==> src/hw/rtl/cdsch_pkg.sv <==
package cdsch_pkg;

  localparam int TRACK_W     = 16;
  localparam int TOTAL_W     = 18;
  localparam int DSIZE_W     = 17;
  localparam int CFG_IDX_W   = 1;
  localparam int IN_TDATA_W  = 16;
  localparam int OUT_TDATA_W = 40;

  localparam logic [CFG_IDX_W-1:0] REG_HEAD = 1'b0;
  localparam logic [CFG_IDX_W-1:0] REG_DISK = 1'b1;

  localparam logic [DSIZE_W-1:0] DISK_RESET = 17'd200;

  // Configuration as the sequencer sees it: head track and top track.
  typedef struct packed {
    logic [TRACK_W-1:0] head;
    logic [TRACK_W-1:0] top;
  } cfg_t;

  // One scheduled result.
  typedef struct packed {
    logic [TRACK_W-1:0] track;
    logic [TOTAL_W-1:0] total;
    logic               last;
  } res_t;

endpackage

==> src/hw/rtl/cdsch_ram.sv <==
module cdsch_ram #(
  parameter int Width = 16,
  parameter int Depth = 32
) (
  input  logic                     clk_i,
  input  logic                     we_i,
  input  logic [$clog2(Depth)-1:0] waddr_i,
  input  logic [Width-1:0]         wdata_i,
  input  logic                     re_i,
  input  logic [$clog2(Depth)-1:0] raddr_i,
  output logic [Width-1:0]         rdata_o
);

  logic [Width-1:0] mem_q [Depth];
  logic [Width-1:0] rdata_q;

  always_ff @(posedge clk_i) begin
    if (we_i) begin
      mem_q[waddr_i] <= wdata_i;
    end
    if (re_i) begin
      rdata_q <= mem_q[raddr_i];
    end
  end

  assign rdata_o = rdata_q;

endmodule

==> src/hw/rtl/cdsch_seq.sv <==
module cdsch_seq #(
  parameter int MaxRequests = 32
) (
  input  logic                          clk_i,
  input  logic                          rst_ni,
  input  logic                          in_valid_i,
  output logic                          in_ready_o,
  input  logic [cdsch_pkg::TRACK_W-1:0] in_track_i,
  input  logic                          in_last_i,
  input  cdsch_pkg::cfg_t               cfg_i,
  input  logic                          out_free_i,
  output logic                          out_load_o,
  output cdsch_pkg::res_t               res_o
);
  import cdsch_pkg::*;

  localparam int AW = $clog2(MaxRequests);
  localparam int CW = $clog2(MaxRequests + 1);

  typedef enum logic [2:0] {
    S_IDLE, S_SHIFT, S_PUT, S_START, S_UP, S_SWEEP, S_LOW
  } state_e;

  state_e             state_q, state_d;
  logic [CW-1:0]      count_q, count_d;
  logic [CW-1:0]      nl_q, nl_d;
  logic [AW-1:0]      idx_q, idx_d;
  logic [TRACK_W-1:0] val_q, val_d;
  logic               last_q, last_d;
  logic [TOTAL_W-1:0] total_q, total_d;
  logic [TRACK_W-1:0] cur_q, cur_d;

  logic               ram_we, ram_re;
  logic [AW-1:0]      ram_waddr, ram_raddr;
  logic [TRACK_W-1:0] ram_wdata, ram_rdata;

  logic [TRACK_W-1:0] t_clamp, gap_t, gap_c;
  logic               is_low, up_end, low_end;
  logic [TOTAL_W-1:0] total_step;

  // Entries are kept sorted ascending by raw track.
  cdsch_ram #(
    .Width (TRACK_W),
    .Depth (MaxRequests)
  ) u_ram (
    .clk_i   (clk_i),
    .we_i    (ram_we),
    .waddr_i (ram_waddr),
    .wdata_i (ram_wdata),
    .re_i    (ram_re),
    .raddr_i (ram_raddr),
    .rdata_o (ram_rdata)
  );

  assign t_clamp    = (ram_rdata > cfg_i.top) ? cfg_i.top : ram_rdata;
  assign is_low     = t_clamp < cfg_i.head;
  assign gap_t      = (cfg_i.top >= t_clamp) ? cfg_i.top - t_clamp : t_clamp - cfg_i.top;
  assign gap_c      = (cfg_i.top >= cur_q) ? cfg_i.top - cur_q : cur_q - cfg_i.top;
  assign total_step = total_q + TOTAL_W'(t_clamp - cur_q);
  assign up_end     = CW'(idx_q) == (count_q - CW'(1));
  assign low_end    = CW'(idx_q) == (nl_q - CW'(1));
  assign in_ready_o = state_q == S_IDLE;

  always_comb begin
    state_d    = state_q;
    count_d    = count_q;
    nl_d       = nl_q;
    idx_d      = idx_q;
    val_d      = val_q;
    last_d     = last_q;
    total_d    = total_q;
    cur_d      = cur_q;
    ram_we     = 1'b0;
    ram_waddr  = '0;
    ram_wdata  = '0;
    ram_re     = 1'b0;
    ram_raddr  = '0;
    out_load_o = 1'b0;
    res_o      = '0;
    case (state_q)
      S_IDLE: begin
        if (in_valid_i) begin
          val_d  = in_track_i;
          last_d = in_last_i;
          if (count_q == CW'(MaxRequests)) begin
            // store full: drop the beat, but its last flag still ends the batch
            if (in_last_i) begin
              state_d = S_START;
            end
          end else if (count_q == '0) begin
            ram_we    = 1'b1;
            ram_waddr = '0;
            ram_wdata = in_track_i;
            count_d   = CW'(1);
            if (in_last_i) begin
              state_d = S_START;
            end
          end else begin
            ram_re    = 1'b1;
            ram_raddr = AW'(count_q - CW'(1));
            idx_d     = AW'(count_q - CW'(1));
            count_d   = count_q + CW'(1);
            state_d   = S_SHIFT;
          end
        end
      end
      S_SHIFT: begin
        ram_we    = 1'b1;
        ram_waddr = idx_q + AW'(1);
        if (ram_rdata > val_q) begin
          // move the larger entry up one slot and keep looking down
          ram_wdata = ram_rdata;
          if (idx_q == '0) begin
            state_d = S_PUT;
          end else begin
            ram_re    = 1'b1;
            ram_raddr = idx_q - AW'(1);
            idx_d     = idx_q - AW'(1);
          end
        end else begin
          ram_wdata = val_q;
          state_d   = last_q ? S_START : S_IDLE;
        end
      end
      S_PUT: begin
        ram_we    = 1'b1;
        ram_waddr = '0;
        ram_wdata = val_q;
        state_d   = last_q ? S_START : S_IDLE;
      end
      S_START: begin
        ram_re    = 1'b1;
        ram_raddr = '0;
        idx_d     = '0;
        total_d   = '0;
        cur_d     = cfg_i.head;
        nl_d      = '0;
        state_d   = S_UP;
      end
      S_UP: begin
        if (is_low) begin
          // below the head: served after the wrap, just count it
          nl_d = nl_q + CW'(1);
          if (up_end) begin
            state_d = S_SWEEP;
          end else begin
            ram_re    = 1'b1;
            ram_raddr = idx_q + AW'(1);
            idx_d     = idx_q + AW'(1);
          end
        end else if (out_free_i) begin
          out_load_o  = 1'b1;
          cur_d       = t_clamp;
          res_o.track = t_clamp;
          if (up_end && nl_q == '0) begin
            // no lower requests: fold sweep and jump into the final beat
            res_o.total = total_step + TOTAL_W'(gap_t) + TOTAL_W'(cfg_i.top);
            res_o.last  = 1'b1;
            count_d     = '0;
            state_d     = S_IDLE;
          end else begin
            total_d     = total_step;
            res_o.total = total_step;
            if (up_end) begin
              state_d = S_SWEEP;
            end else begin
              ram_re    = 1'b1;
              ram_raddr = idx_q + AW'(1);
              idx_d     = idx_q + AW'(1);
            end
          end
        end
      end
      S_SWEEP: begin
        total_d   = total_q + TOTAL_W'(gap_c) + TOTAL_W'(cfg_i.top);
        cur_d     = '0;
        ram_re    = 1'b1;
        ram_raddr = '0;
        idx_d     = '0;
        state_d   = S_LOW;
      end
      S_LOW: begin
        if (out_free_i) begin
          out_load_o  = 1'b1;
          cur_d       = t_clamp;
          total_d     = total_step;
          res_o.track = t_clamp;
          res_o.total = total_step;
          res_o.last  = low_end;
          if (low_end) begin
            count_d = '0;
            state_d = S_IDLE;
          end else begin
            ram_re    = 1'b1;
            ram_raddr = idx_q + AW'(1);
            idx_d     = idx_q + AW'(1);
          end
        end
      end
      default: begin
        state_d = S_IDLE;
      end
    endcase
  end

  always_ff @(posedge clk_i or negedge rst_ni) begin
    if (!rst_ni) begin
      state_q <= S_IDLE;
      count_q <= '0;
      nl_q    <= '0;
      idx_q   <= '0;
      last_q  <= 1'b0;
    end else begin
      state_q <= state_d;
      count_q <= count_d;
      nl_q    <= nl_d;
      idx_q   <= idx_d;
      last_q  <= last_d;
    end
  end

  always_ff @(posedge clk_i) begin
    val_q   <= val_d;
    total_q <= total_d;
    cur_q   <= cur_d;
  end

endmodule

==> src/hw/rtl/cscan_disk_scheduler_core.sv <==
// Request beat: written directly into an empty store and dropped by a full one; else inserted by
// shifting each stored entry above the new track up one slot through the one RAM write port.
// Batch end: a start state, the ascending pass over the held requests, then a sweep state and
// the pass over the requests below the head when there are any.
// Input waits until the final result is loaded; a stall on m_tready holds the schedule.
// Reset clears FSM, count, output valid, head (0), disk size (200); RAM is never read unwritten.
module cscan_disk_scheduler_core #(
  parameter int MAX_REQUESTS = 32
) (
  input  logic                                clk_i,
  input  logic                                rst_ni,
  input  logic                                s_tvalid,
  output logic                                s_tready,
  input  logic [cdsch_pkg::IN_TDATA_W-1:0]    s_tdata,   // [15:0] request_track
  input  logic                                s_tlast,   // is_last_request
  output logic                                m_tvalid,
  input  logic                                m_tready,
  output logic [cdsch_pkg::OUT_TDATA_W-1:0]   m_tdata,   // [15:0] served_track,
                                                         // [33:16] seek_total, rest 0
  output logic                                m_tlast,   // is_last_result
  input  logic                                cfg_we_i,
  input  logic [cdsch_pkg::CFG_IDX_W-1:0]     cfg_idx_i,
  input  logic [cdsch_pkg::DSIZE_W-1:0]       cfg_data_i
);
  import cdsch_pkg::*;

  logic [TRACK_W-1:0] head_q;
  logic [DSIZE_W-1:0] disk_q;
  cfg_t               cfg;
  logic               out_free, out_load;
  res_t               res, out_res_q;
  logic               out_valid_q;

  always_ff @(posedge clk_i or negedge rst_ni) begin
    if (!rst_ni) begin
      head_q <= '0;
      disk_q <= DISK_RESET;
    end else if (cfg_we_i) begin
      case (cfg_idx_i)
        REG_HEAD: head_q <= cfg_data_i[TRACK_W-1:0];
        REG_DISK: disk_q <= cfg_data_i;
        default: ;
      endcase
    end
  end

  // Top track: size 0 acts as 1, sizes above 65536 act as 65536.
  always_comb begin
    cfg.head = head_q;
    if (disk_q == '0) begin
      cfg.top = '0;
    end else if (disk_q[DSIZE_W-1]) begin
      cfg.top = '1;
    end else begin
      cfg.top = disk_q[TRACK_W-1:0] - TRACK_W'(1);
    end
  end

  assign out_free = !out_valid_q || m_tready;

  cdsch_seq #(
    .MaxRequests (MAX_REQUESTS)
  ) u_seq (
    .clk_i      (clk_i),
    .rst_ni     (rst_ni),
    .in_valid_i (s_tvalid),
    .in_ready_o (s_tready),
    .in_track_i (s_tdata[TRACK_W-1:0]),
    .in_last_i  (s_tlast),
    .cfg_i      (cfg),
    .out_free_i (out_free),
    .out_load_o (out_load),
    .res_o      (res)
  );

  always_ff @(posedge clk_i or negedge rst_ni) begin
    if (!rst_ni) begin
      out_valid_q <= 1'b0;
    end else if (out_load) begin
      out_valid_q <= 1'b1;
    end else if (m_tready) begin
      out_valid_q <= 1'b0;
    end
  end

  always_ff @(posedge clk_i) begin
    if (out_load) begin
      out_res_q <= res;
    end
  end

  assign m_tvalid = out_valid_q;
  assign m_tdata  = {{(OUT_TDATA_W - TRACK_W - TOTAL_W){1'b0}}, out_res_q.total,
                     out_res_q.track};
  assign m_tlast  = out_res_q.last;

endmodule

==> config.mk <==
export PLATFORM = sky130hd
export DESIGN_NAME = cscan_disk_scheduler_core
export DESIGN_NICKNAME = d
export VERILOG_FILES = /design/src/hw/rtl/cdsch_pkg.sv /design/src/hw/rtl/cdsch_ram.sv /design/src/hw/rtl/cdsch_seq.sv /design/src/hw/rtl/cscan_disk_scheduler_core.sv
export SDC_FILE = /design/constraint.sdc
export NUM_CORES = 1
export LEC_CHECK = 0
export ABC_AREA = 1
export ABC_CLOCK_PERIOD_IN_PS = 11870
export BUFFER_PORTS_ARGS = -buffer_cell sky130_fd_sc_hd__buf_2
export CORE_AREA = 2 2 274 276
export DETAILED_ROUTE_END_ITERATION = 8
export DIE_AREA = 0 0 276 278
export GPL_TIMING_DRIVEN = 0
export PLACE_DENSITY_LB_ADDON = 0.1
export SLEW_MARGIN = 20
export SYNTH_ARGS = -nofsm -noshare
export SYNTH_HDL_FRONTEND = slang
export SYNTH_SLANG_ARGS = --single-unit
export TNS_END_PERCENT = 30
==> constraint.sdc <==
create_clock -name clk_i -period 11.87 [get_ports clk_i]
set_input_delay 0 -clock clk_i [delete_from_list [all_inputs] [get_ports clk_i]]
set_output_delay 0 -clock clk_i [all_outputs]
set_load 0.05 [all_outputs]
# Word level (Yosys, flattened, before mapping)
# Memory sizes are Yosys's and may differ from the RTL's. A register that Yosys moved wholly into a read port is not among the register bits.
# Cells that the tools add are included.
[totals] output_inout_bits=43 mem_bits_rw=512 register_bits=140 memories=1 inputBits=40
[memory_table] memory="u_seq.u_ram.mem_q" depth=32 word_bits=16 rd=1 rd_ports_with_merged_regs=1 write_ports=1 line="cdsch_ram.sv:14" rtl="logic [Width-1:0] mem_q [Depth];"
[classes] order_cmp=5 eq_ne=25 n_reduce_logical=24 add_sub_neg=17 bitwise_logic=1 muxes=97
[ops] operator="16-bit 2-to-1 mux" n=11
[ops] operator="5-bit 2-to-1 mux" n=23
[ops] operator="35-bit 2-to-1 mux" n=3
[ops] operator="18-bit 2-to-1 mux" n=5
[ops] operator="18-bit by 16-bit adder with 18-bit output" n=4
[ops] operator="18-bit case mux with 4 select lines" n=1
[ops] operator="35-bit case mux with 2 select lines" n=1
[ops] operator="16-bit case mux with 4 select lines" n=1
[ops] operator="16-bit subtractor" n=4
[ops] operator="6-bit 2-to-1 mux" n=9
[ops] operator="16-bit case mux with 3 select lines" n=1
[ops] operator="3-bit 2-to-1 mux" n=12
[ops] operator="16-bit greater-or-equal comparator" n=2
[ops] operator="16-bit > comparator" n=2
[ops] operator="5-bit case mux with 5 select lines" n=1
[ops] operator="1-bit 2-to-1 mux" n=21
[ops] operator="3-bit case mux with 7 select lines" n=1
[ops] operator="5-bit case mux with 4 select lines" n=1
[ops] operator="18-bit adder" n=1
[ops] operator="2-bit != test, second input constant" n=9
[ops] operator="6-bit case mux with 3 select lines" n=1
[ops] operator="17-bit logical NOT" n=1
[ops] operator="16-bit by 16-bit subtractor with 17-bit output" n=1
[ops] operator="16-bit < comparator" n=1
[ops] operator="other kinds (33)" n=52

# Longest topological paths before layout
[logic_depth] ltp_word=13 depth_mapped=59 mapped_depth_nobuf=58

# By module
# Synthesis repeated with hierarchy kept, for this count alone.
[hier_totals] hier_cells=3917 hier_area_um2=37178.2
[by_module_without_submodules] mod="cdsch_ram" cells_each=1794 seq_area_each_um2=15855.2 instances=1 area_per_inst_um2=21461.8
[by_module_without_submodules] mod="cdsch_seq" cells_each=1822 seq_area_each_um2=2026.9 instances=1 area_per_inst_um2=12719.7
[by_module_without_submodules] mod="cscan_disk_scheduler_core" cells_each=301 seq_area_each_um2=1905.6 instances=1 area_per_inst_um2=2996.6

# Least setup slack after synthesis
# No wires, ideal clock.
[synth_timing] path_type="flip-flop to flip-flop" start="register disk_q[2]" end="register out_res_q, in the netlist m_tdata[31], data pin" period_less_slack_ns=7.968 n_path_buf=4 slack_ns=3.902 setup_time_ns=0.268 t_required_ns=11.602 t_arrival_ns=7.699 stages_incl_launch_ff=52 path_cell_list="dfrtp_1 > nor2_1 > nand2_1 > nor3_1 > inv_1 > nor2_1 > nand2_1 > nor2_1 > inv_1 > nor3_1 > inv_1 > o21ai_0 > nand2_1 > ha_1 > nand2_1 > inv_1 > nand3_1 > nor2_1 > (+16 left out) > mux2i_1 > fa_1 > ha_1 > fa_1 > a21oi_1 > o21bai_1 > a21oi_1 > nor2_1 > o21ai_0 > nand2_1 > a21oi_1 > o21ai_0 > nand2_1 > nand2_1 > a21oi_1 > nand2_1 > a22oi_1 > o22ai_1"
[synth_rtl] element="from (decl)" line="cscan_disk_scheduler_core.sv:28" rtl="logic [DSIZE_W-1:0] disk_q;"
[synth_rtl] element="from (signal assigned)" line="cscan_disk_scheduler_core.sv:41" rtl="REG_DISK: disk_q <= cfg_data_i;"
[synth_rtl] element="to (signal assigned)" line="cscan_disk_scheduler_core.sv:88" rtl="out_res_q <= res;"
[synth_rtl] element="to (decl)" line="cscan_disk_scheduler_core.sv:31" rtl="res_t res, out_res_q;"

==> run metrics <==
DRT antenna net count=0; Max Cap Violations=0; drt first pass iters=7; Seq cells post-synth=668; Mapped Area=36600 um2; cell family with most CP delay=simple AND/OR/NAND/NOR gates; Async SR Flop Fraction=8.23%; critical path required time=12.21 ns; minimum clock period after layout=10.89 ns; Final Setup Violations=0; CP bufs+invs=11; Slew Viols, Final=0; Gate Count Post-Synth=3728; status=finished with violations; Placement Setup Slack=0.960 ns; Startpoint Class=flip-flop; antenna cells=0; failing checks=design-rule violations; clock slew at reported path FFs=0.06 ns; drt total wl=128000 um; worst-margin pin slew=1.15 ns; reg-to-reg slack, setup=0.98 ns; peak fanout along the critical path=10; clock root cell=clkbuf_16; CP peak stage delay=0.66 ns; synth top area cells=edfxtp_1 (50%), nand3_1 (7.6%), nand2_1 (6.9%); GPL Wtd Cong=0.969; total CTS buffers=77; Worst Path Class, Setup=reg2reg; final setup margin=0.980 ns; Post-DP Area=39100 um2; synth unique cells=57; row count=100; Hold Vio Cnt, Final=0; Max Fclk=91.8 MHz; final setup TNS=0 ns; Detailed Route Iter0 Violations=2927; die span in x=276 um; slowest cell on the critical path=mux2i_1; share of the synthesized area in the top cell type=50.3%; Hold Path Stages=2; reg2reg start=disk_q[0]; Final #Nets=4276; RSZ-0062 raised after global routing=false; max_slew headroom=23.4%; layout cell share with drive strength beyond 1=10.9%; H-Tree Level Count=3; hold_sp=s_tdata[10]; Max Buffers Root-to-Sink=3; Top Ports=83; clock skew=0.0431 ns; WL/cell=25.4 um; Clock Latency Late Sink=0.65 ns; Worst R2R End=m_tdata[31]; top_reg_cell synth=edfxtp_1; first-pass GRT wire length=187000 um; Post-CTS Repair Setup Buffers=0; Synth area leader=edfxtp_1; number of global-route vias before repair=29137; commonest non-fill, non-tap cell in the layout=nand2_1; Area growth, synth to finish=15.0%; cell repeated most along the worst path=nand2_1; global route total overflow=0; CP arrival=11.23 ns; core area=73800 um2; Worst Setup SP=disk_q[0]; largest net degree at the start of global routing=45; final hold slack=0.0786 ns; Residual DRC=8; initial antenna violation count=2; PortBufs=76; Vert. Die Dim=278 um; Final Cell Area=42100 um2; synth warn=0; Starting Density=49.6%; die area=76700 um2; post-DP HPWL=95800 um; Vias/cell=5.94; TritonCTS Sinks=668; Worst Hold Class=in2reg; Seq/Total Area, Yosys=54.1%; post-synthesis average cell area=9.81 um2; Setup crit end kind=flip-flop; period utilization=91.7%; Worst Hold End=u_seq.val_q[10]; All-Layer GR Usage=33.3%; Reg2Reg Depth=49; CTS tree=done; Post-synth EDFFs=613; most frequent cells in the layout=nand2_1 (668), edfxtp_1 (613), nand3_1 (557); vias=29940; Fill cells=6526
## sequential cells by signal (all words and copies together), names as in the netlist
signal               count
m_tdata                 34
u_seq.cur_q             16
disk_q                  17
u_seq.nl_q               6
m_tlast                  1
u_seq.val_q             16
u_seq.u_ram.mem_q      512
head_q                  16
u_seq.u_ram.rdata_o     16
m_tvalid                 1
u_seq.state_q            3
u_seq.count_q            6
u_seq.total_q           18
u_seq.idx_q              5
u_seq.last_q             1
## area by class of cell
cell class | count | area [um2] | share of cell area, %
inverter | 350 | 1310 | 3.12
tap | 969 | 1210 | 2.88
sequential | 668 | 19800 | 47.0
timing repair buffer | 201 | 1530 | 3.64
multi-input combinational | 2517 | 14800 | 35.0
buffer | 198 | 927 | 2.20
clock buffer | 96 | 2020 | 4.80
clock inverter | 42 | 546 | 1.30
## synthesized netlist by cell type, types with 9 or more instances
| cell | instances |
|---|---|
| xor2_1 | 56 |
| dfrtp_1 | 52 |
| mux2i_1 | 9 |
| clkbuf_1 | 71 |
| nor3_1 | 30 |
| nand3_1 | 557 |
| a21o_1 | 12 |
| o31ai_1 | 10 |
| buf_4 | 11 |
| o21ai_0 | 173 |
| inv_1 | 337 |
| o21a_1 | 13 |
| o211ai_1 | 25 |
| nor2_1 | 192 |
| buf_1 | 13 |
| buf_2 | 101 |
| edfxtp_1 | 613 |
| xnor2_1 | 24 |
| o21bai_1 | 16 |
| a21oi_1 | 161 |
| fa_1 | 39 |
| nand4_1 | 232 |
| o22ai_1 | 33 |
| ha_1 | 184 |
| nand2_1 | 669 |
## layer usage
metal	global-route usage [%]	vias to the layer above	wire length, um
met1	38.7	14251	46700
met5	0	-	23
met2	57.6	1428	62800
met3	4.93	395	9180
met4	22.0	4	9530
li1	-	13862	-
## logic make-up after synthesis
family | count (synthesis) | synth area share [%]
AO/OA/AOI/OAI | 494 | 7.85
XOR/XNOR | 80 | 1.92
adder cells (fa/ha/maj) | 223 | 8.43
buffers and inverters | 548 | 6.12
flip-flops | 668 | 54.1
multiplexers | 10 | 0.277
other | 1 | 0.0102
AND/OR/NAND/NOR | 1704 | 21.3
## worst max-delay path by stage
stage / to / slack (ns) / cells after the start
after CTS: m_tdata[31] / 0.82 / 49
after floorplan: m_tdata[31] / 3.90 / 51
after detailed placement: m_tdata[31] / 0.96 / 49
after global placement: m_tdata[31] / 0.91 / 49
final: m_tdata[31] / 0.98 / 49
after global routing: m_tdata[31] / 0.07 / 49
## timing repair
| action | CTS | global route |
|---|---|---|
| resized for setup | 0 | 1 |
| hold buffers | 43 | 0 |
| endpoints found under the hold margin | 188 | 0 |
| setup endpoints to repair | 0 | 1 |
## through the flow
stage	instances	util, %
2_1_floorplan	3733	-
3_3_place_gp	4778	51.7
3_5_place_dp	4860	53.0
4_1_cts	5041	57.0
5_1_grt	5041	57.0
6_report	5041	57.0
## worst reg2reg max path: cells and delay by family (launching register included)
family,cells,cell delay [ns]
and+or+nand+nor,20,2.74
buffers and inverters,11,2.58
adders and majority gates,6,2.21
AOI/OAI and AO/OA,10,1.85
muxes,1,0.66
DFF,1,0.40
xor gates and xnor gates,1,0.17
Power is left out: the tool's default activity adds up to more than one toggle a clock period on the data nets, which glitch-free logic cannot reach.
